$ cat src/design/msc_pkg.sv
`default_nettype none

package msc_pkg;

  localparam int BYTE_W   = 8;
  localparam int WORD_W   = 16;
  localparam int COUNT_W  = 13;
  localparam int RANGE_W  = 3;
  localparam int OFFSET_W = 17;
  localparam int GAIN_W   = 16;
  localparam int RECIP_W  = 17;
  localparam int FIELD_W  = 18;
  localparam int CFG_IDX_W  = 3;
  localparam int CFG_DATA_W = 17;

  // count times reciprocal, then gauss, difference, scaled product
  localparam int PROD_W  = 31;
  localparam int GAUSS_W = 18;
  localparam int DIFF_W  = 19;
  localparam int SCALE_W = 36;
  localparam int SHIFT_G = 12;
  localparam int SHIFT_S = 14;
  localparam int FULL_W  = SCALE_W - SHIFT_S;

  localparam int AXIS_LIMIT = 2048;
  localparam int FIELD_MAX  = 131071;
  localparam int FIELD_MIN  = -131072;

  localparam logic [RANGE_W-1:0] RANGE_RESET = RANGE_W'(1);
  localparam logic [GAIN_W-1:0]  GAIN_RESET  = GAIN_W'(16384);

  typedef enum logic [CFG_IDX_W-1:0] {
    REG_RANGE_SEL = 3'd0,
    REG_X_OFFSET  = 3'd1,
    REG_Y_OFFSET  = 3'd2,
    REG_Z_OFFSET  = 3'd3,
    REG_X_GAIN    = 3'd4,
    REG_Y_GAIN    = 3'd5,
    REG_Z_GAIN    = 3'd6
  } cfg_reg_t;

  // round(2^24 / counts per gauss), one entry per range code
  function automatic logic [RECIP_W-1:0] recip_lookup(input logic [RANGE_W-1:0] sel);
    logic [RECIP_W-1:0] r;
    case (sel)
      3'd0: r = 17'd12246;
      3'd1: r = 17'd15392;
      3'd2: r = 17'd20460;
      3'd3: r = 17'd25420;
      3'd4: r = 17'd38130;
      3'd5: r = 17'd43019;
      3'd6: r = 17'd50840;
      3'd7: r = 17'd72944;
      default: r = 17'd15392;
    endcase
    return r;
  endfunction

endpackage

`default_nettype wire

$ cat src/design/magnetometer_sample_conditioner.sv
`default_nettype none

// Six-stage pipeline: a report taken with start (busy is never high) gives its
// result on the done strobe, and a new report may be taken every cycle. The
// result is shown for one cycle only, since the receiver cannot stall; capture
// it when done is high. The two multiplier stages (count by reciprocal,
// difference by gain) are each followed by their own rounding stage.
// Configuration writes are always ready and take effect on the next report;
// write them only while no report is in flight.
module magnetometer_sample_conditioner
  import msc_pkg::*;
(
  input  wire logic                         clk,
  input  wire logic                         rst,
  input  wire logic                         start,
  output logic                              busy,
  input  wire logic [BYTE_W-1:0]            x_high,
  input  wire logic [BYTE_W-1:0]            x_low,
  input  wire logic [BYTE_W-1:0]            z_high,
  input  wire logic [BYTE_W-1:0]            z_low,
  input  wire logic [BYTE_W-1:0]            y_high,
  input  wire logic [BYTE_W-1:0]            y_low,
  input  wire logic                         cfg_valid,
  output logic                              cfg_ready,
  input  wire logic [CFG_IDX_W-1:0]         cfg_index,
  input  wire logic [CFG_DATA_W-1:0]        cfg_data,
  output logic                              done,
  output logic                              valid_res,
  output logic signed [COUNT_W-1:0]         raw_x,
  output logic signed [COUNT_W-1:0]         raw_y,
  output logic signed [COUNT_W-1:0]         raw_z,
  output logic signed [FIELD_W-1:0]         field_x,
  output logic signed [FIELD_W-1:0]         field_y,
  output logic signed [FIELD_W-1:0]         field_z
);

  // configuration registers
  logic [RANGE_W-1:0]         range_sel;
  logic signed [OFFSET_W-1:0] offset [3];
  logic [GAIN_W-1:0]          gain [3];

  assign busy      = 1'b0;
  assign cfg_ready = 1'b1;

  always_ff @(posedge clk) begin
    if (rst) begin
      range_sel <= RANGE_RESET;
      for (int i = 0; i < 3; i++) begin
        offset[i] <= '0;
        gain[i]   <= GAIN_RESET;
      end
    end else if (cfg_valid && cfg_ready) begin
      case (cfg_reg_t'(cfg_index))
        REG_RANGE_SEL: range_sel <= cfg_data[RANGE_W-1:0];
        REG_X_OFFSET:  offset[0] <= $signed(cfg_data[OFFSET_W-1:0]);
        REG_Y_OFFSET:  offset[1] <= $signed(cfg_data[OFFSET_W-1:0]);
        REG_Z_OFFSET:  offset[2] <= $signed(cfg_data[OFFSET_W-1:0]);
        REG_X_GAIN:    gain[0]   <= cfg_data[GAIN_W-1:0];
        REG_Y_GAIN:    gain[1]   <= cfg_data[GAIN_W-1:0];
        REG_Z_GAIN:    gain[2]   <= cfg_data[GAIN_W-1:0];
        default: ;
      endcase
    end
  end

  // valid bits, one per stage
  logic v1, v2, v3, v4, v5, v6;

  always_ff @(posedge clk) begin
    if (rst) begin
      v1 <= 1'b0;
      v2 <= 1'b0;
      v3 <= 1'b0;
      v4 <= 1'b0;
      v5 <= 1'b0;
      v6 <= 1'b0;
    end else begin
      v1 <= start && !busy;
      v2 <= v1;
      v3 <= v2;
      v4 <= v3;
      v5 <= v4;
      v6 <= v5;
    end
  end

  // stage 1: capture the sensor words
  logic signed [WORD_W-1:0] sx1, sy1, sz1;

  always_ff @(posedge clk) begin
    if (start && !busy) begin
      sx1 <= $signed({x_high, x_low});
      sy1 <= $signed({y_high, y_low});
      sz1 <= $signed({z_high, z_low});
    end
  end

  // stage 2: range check, board remap, reciprocal lookup
  logic in_range;
  logic signed [WORD_W-1:0] neg_sx, neg_sy;

  assign in_range = (sx1 <= WORD_W'(AXIS_LIMIT)) && (sx1 >= -WORD_W'(AXIS_LIMIT)) &&
                    (sy1 <= WORD_W'(AXIS_LIMIT)) && (sy1 >= -WORD_W'(AXIS_LIMIT)) &&
                    (sz1 <= WORD_W'(AXIS_LIMIT)) && (sz1 >= -WORD_W'(AXIS_LIMIT));
  assign neg_sx = -sx1;
  assign neg_sy = -sy1;

  logic                      ok2;
  logic signed [COUNT_W-1:0] raw2 [3];
  logic signed [COUNT_W-1:0] cnt2 [3];
  logic [RECIP_W-1:0]        recip2;

  always_ff @(posedge clk) begin
    ok2     <= in_range;
    raw2[0] <= sy1[COUNT_W-1:0];
    raw2[1] <= neg_sx[COUNT_W-1:0];
    raw2[2] <= sz1[COUNT_W-1:0];
    cnt2[0] <= neg_sy[COUNT_W-1:0];
    cnt2[1] <= sx1[COUNT_W-1:0];
    cnt2[2] <= sz1[COUNT_W-1:0];
    recip2  <= recip_lookup(range_sel);
  end

  // stage 3: count times reciprocal
  logic                      ok3;
  logic signed [COUNT_W-1:0] raw3 [3];
  logic signed [PROD_W-1:0]  prod3 [3];

  always_ff @(posedge clk) begin
    ok3 <= ok2;
    for (int i = 0; i < 3; i++) begin
      raw3[i]  <= raw2[i];
      prod3[i] <= PROD_W'(cnt2[i]) * $signed(PROD_W'({1'b0, recip2}));
    end
  end

  // stage 4: round to Q.12 gauss and subtract the offset
  logic signed [PROD_W-1:0]  prod_rnd [3];
  logic signed [GAUSS_W-1:0] gauss [3];

  always_comb begin
    for (int i = 0; i < 3; i++) begin
      prod_rnd[i] = prod3[i] + PROD_W'(1 << (SHIFT_G - 1));
      gauss[i]    = prod_rnd[i][SHIFT_G +: GAUSS_W];
    end
  end

  logic                      ok4;
  logic signed [COUNT_W-1:0] raw4 [3];
  logic signed [DIFF_W-1:0]  diff4 [3];

  always_ff @(posedge clk) begin
    ok4 <= ok3;
    for (int i = 0; i < 3; i++) begin
      raw4[i]  <= raw3[i];
      diff4[i] <= DIFF_W'(gauss[i]) - DIFF_W'(offset[i]);
    end
  end

  // stage 5: difference times gain
  logic                      ok5;
  logic signed [COUNT_W-1:0] raw5 [3];
  logic signed [SCALE_W-1:0] scale5 [3];

  always_ff @(posedge clk) begin
    ok5 <= ok4;
    for (int i = 0; i < 3; i++) begin
      raw5[i]   <= raw4[i];
      scale5[i] <= SCALE_W'(diff4[i]) * $signed(SCALE_W'({1'b0, gain[i]}));
    end
  end

  // stage 6: round, saturate, zero the result of an out-of-range report
  logic signed [SCALE_W-1:0] scale_rnd [3];
  logic signed [FULL_W-1:0]  full [3];
  logic signed [FIELD_W-1:0] sat [3];

  always_comb begin
    for (int i = 0; i < 3; i++) begin
      scale_rnd[i] = scale5[i] + SCALE_W'(1 << (SHIFT_S - 1));
      full[i]      = scale_rnd[i][SHIFT_S +: FULL_W];
      if (full[i] > FULL_W'(FIELD_MAX)) begin
        sat[i] = FIELD_W'(FIELD_MAX);
      end else if (full[i] < FULL_W'(FIELD_MIN)) begin
        sat[i] = FIELD_W'(FIELD_MIN);
      end else begin
        sat[i] = full[i][FIELD_W-1:0];
      end
    end
  end

  always_ff @(posedge clk) begin
    valid_res <= ok5;
    raw_x     <= ok5 ? raw5[0] : '0;
    raw_y     <= ok5 ? raw5[1] : '0;
    raw_z     <= ok5 ? raw5[2] : '0;
    field_x   <= ok5 ? sat[0] : '0;
    field_y   <= ok5 ? sat[1] : '0;
    field_z   <= ok5 ? sat[2] : '0;
  end

  assign done = v6;

endmodule

`default_nettype wire

$ cat config.mk
export PLATFORM = sky130hd
export DESIGN_NAME = magnetometer_sample_conditioner
export DESIGN_NICKNAME = d
export VERILOG_FILES = /design/src/design/msc_pkg.sv /design/src/design/magnetometer_sample_conditioner.sv
export SDC_FILE = /design/constraint.sdc
export NUM_CORES = 2
export LEC_CHECK = 0
export BUFFER_PORTS_ARGS = -buffer_cell sky130_fd_sc_hd__clkbuf_2
export CORE_AREA = 2 2 409 411
export CTS_CLUSTER_DIAMETER = 100
export CTS_CLUSTER_SIZE = 8
export DETAILED_ROUTE_END_ITERATION = 8
export DIE_AREA = 0 0 411 413
export SKIP_CTS_REPAIR_TIMING = 1
export SYNTH_ARGS = -nofsm -noshare
export SYNTH_HDL_FRONTEND = slang
export SYNTH_SLANG_ARGS = --single-unit
$ cat constraint.sdc
create_clock -name clk -period 5.63 [get_ports clk]
set_input_delay 1.126 -clock clk [delete_from_list [all_inputs] [get_ports clk]]
set_output_delay 1.126 -clock clk [all_outputs]
set_load 0.005 [all_outputs]
==> impl_metrics.yaml <==
synth:
  syn_inst: 7612
  syn_nets: 9714
  yosys_warnings: 0
  ys_seq_area_share_pct: 19.1
  ys_types: 77
  synth_edf_count: 147
  ys.flop_type: "dfxtp_1"
  ys_async_sr_fraction_pct: 0
  avgSynthCellArea_um2: 9.73
  netlist_area_um2: 74100
  yosys_register_bits: 633
global_routing:
  grt_max_degree: 50
  grt_pass1_wl_mm: 286
  antenna_found_initial: 13
  grt_pass1_vias: 54685
  grt_usage_pct: 21.1
  grt.overflow.total: 0
route:
  drt_iter0_drc: 2508
  routedWlPerCell_um: 16.4
  post-route-drc-count: 0
  vias: 51136
  antenna_left: 0
  vias_per_cell: 4.82
  wirelength_mm: 174
  firstDrtPassIters: 6
floorplan:
  die_w_um: 411
  core-area_um2: 166000
  start_util_pct: 44.7
  die_area_um2: 170000
  rows: 150
  die_h_um: 413
  ios: 169
critical_path:
  critical_path.startpoint: "gain[0][4]"
  regToRegSetupSlack_ps: -370
  end_kind: "register"
  startpoint_type: "register"
  cpLargestDelayFamily: "adder cells"
  critical_path.max_stage_delay_ps: 520
  arrival_ps: 6590
  crit_type: "reg -> reg"
  critPathSlowestCell: "fa_1"
  crit_path_end: "scale5[0][34]"
  path_cells: "buf_6 > and2_1 > fa_1 > inv_1 > fa_1 > fa_1 > inv_2 > fa_1 > fa_1 > inv_1 > fa_1 > inv_2 > ha_4 > a21o_1 > a21o_1 > a221oi_4 > o2111ai_2 > nand3_2 > a31oi_4 > o41ai_4 > o21bai_1 > xor2_1"
  timing.rr.end: "scale5[0][34]"
  cp.depth: 22
  rr_worst_depth: 22
  timing.rr.start: "gain[0][4]"
  cp_num_buf_inv: 5
  crit_fanout: 6
  cp.required_ps: 6220
  critical_path.most_common_cell: "fa_1"
final_layout:
  antenna_cells: 0
  finalNonFillerCells: 10603
  area.growth.synth_to_final_pct: 18.3
  final_common_cell: "inv_1"
  fin_nets: 10452
  final_cell_mix: "inv_1 (1,721), fa_1 (1,360), nand2_1 (965)"
  n_fill_cell: 15027
  drive_above_1_share_pct: 17.0
timing:
  hold_viol: 0
  tightest_slew_ps: 1060
  rsz0062_at_grt: "true"
  min_period_ps: 6000
  setup_viol: 65
  fin_ws_ps: -368
  slew_headroom_pct: 29.2
  drv_slew: 0
  fmax_mhz: 167
  fin_crit_sh_pct: 107
  whs_ps: 317
  finalClockSkew_ps: 44.9
clock_tree:
  clock_path_buffers: 3
  numCtsBuffers: 91
  cts_tree: "done"
  worstSkewPairLatency_ps: 720
  path_clk_slew_ps: 50
  htreeDepth: 3
  cts_root_buf: "clkbuf_16"
  cts.sinks: 633
status:
  violations: "negative setup slack"
  status: "finished with violations"
hold_path:
  hold_class: "reg -> reg"
  whs_path_depth: 0
placement:
  place_inst: 10396
  gp_congestion: 0.865
  place_ws_ps: -593
  io_buffers: 166
  dpl.hpwl_mm: 146
job:
  maxCapViolCount: 0
worst register-to-register path: cells and delay by family, from the launching register on:
family | cells | cell delay (ps)
adders and majority gates | 7 | 3120
AOI/OAI and AO/OA | 7 | 1420
DFF | 1 | 480
buffers and inverters | 5 | 380
and+or+nand+nor | 2 | 290
xor gates and xnor gates | 1 | 180
per-layer routing:
metal | part of all wire, % | global-route usage, % | vias to the layer above
met2 | 47 | 34.4 | 1087
met3 | 5.4 | 3.47 | 231
met5 | 0.051 | 0 | -
met1 | 45 | 29.1 | 25657
li1 | - | - | 24147
met4 | 2.5 | 5.55 | 14
worst min path at each step:
stage | from | end | slack (ps)
6_report | raw4[0][21] | raw5[1][8] | 320
5_1_grt | raw2[0][22] | raw3[0][22] | 320
4_1_cts | raw3[0][22] | raw4[0][22] | 320
3_5_place_dp | raw3[0][6] | raw4[0][6] | 310
3_3_place_gp | ok4 | ok5 | 310
2_1_floorplan | ok2 | ok3 | 310
final cells by class:
type / count / area (µm²) / area share (%)
Clock buffer: 131 / 2440 / 2.78
Clock inverter: 11 / 196 / 0.224
Timing Repair Buffer: 908 / 7330 / 8.36
Sequential cell: 633 / 14200 / 16.2
Multi-Input combinational cell: 4958 / 54100 / 61.8
Tap cell: 2204 / 2760 / 3.15
Inverter: 1758 / 6600 / 7.53
cell usage after synthesis (54+ instances only):
library cell  count  area, µm²
a21o_1           57        428
a21oi_1          98        490
and2_1          673       4210
clkbuf_1        247        927
dfxtp_1         486       9730
edfxtp_1        147       4410
fa_1           1410      28200
ha_1            620       7760
inv_1          1758       6600
nand2_1         983       3690
nand3_1          68        340
nor2_1          147        552
nor2b_1          61        382
nor3_1           54        270
o21ai_0          75        375
xnor2_1         186       1630
xor2_1          115       1010
state kept, by name (all words and copies together) (netlist names), 3 cells and up:
register   count
scale5        69
diff4         57
prod3         57
offset        51
gain          48
raw3          39
raw4          39
raw5          39
raw2          38
cnt2          25
field_x       18
field_y       18
field_z       18
recip2        16
sx1           16
sy1           16
sz1           16
raw_x         13
raw_y         13
raw_z         13
range_sel      3
through the flow:
stage / setup TNS, ps / area (µm²) / utilization, %
floorplan: -401 / 74800 / -
finish: -10480 / 87700 / 52.8
CTS: -20100 / 85400 / 51.4
detailed placement: -17380 / 82700 / 49.9
global route: -26010 / 87700 / 52.8
global placement: -13040 / 82700 / 49.9
cell families after synthesis:
kind of cell / after synthesis / share of synthesized area, %
AND/OR/NAND/NOR: 2178 / 14.5
adder cells (fa/ha/maj): 2030 / 48.6
buffers and inverters: 2021 / 10.3
flip-flops: 633 / 19.1
AO/OA/AOI/OAI: 443 / 3.95
XOR/XNOR: 301 / 3.56
multiplexers: 4 / 0.0557
other: 2 / 0.0101
Power is left out: the tool's default activity adds up to more than one toggle a clock period on the data nets, which glitch-free logic cannot reach.
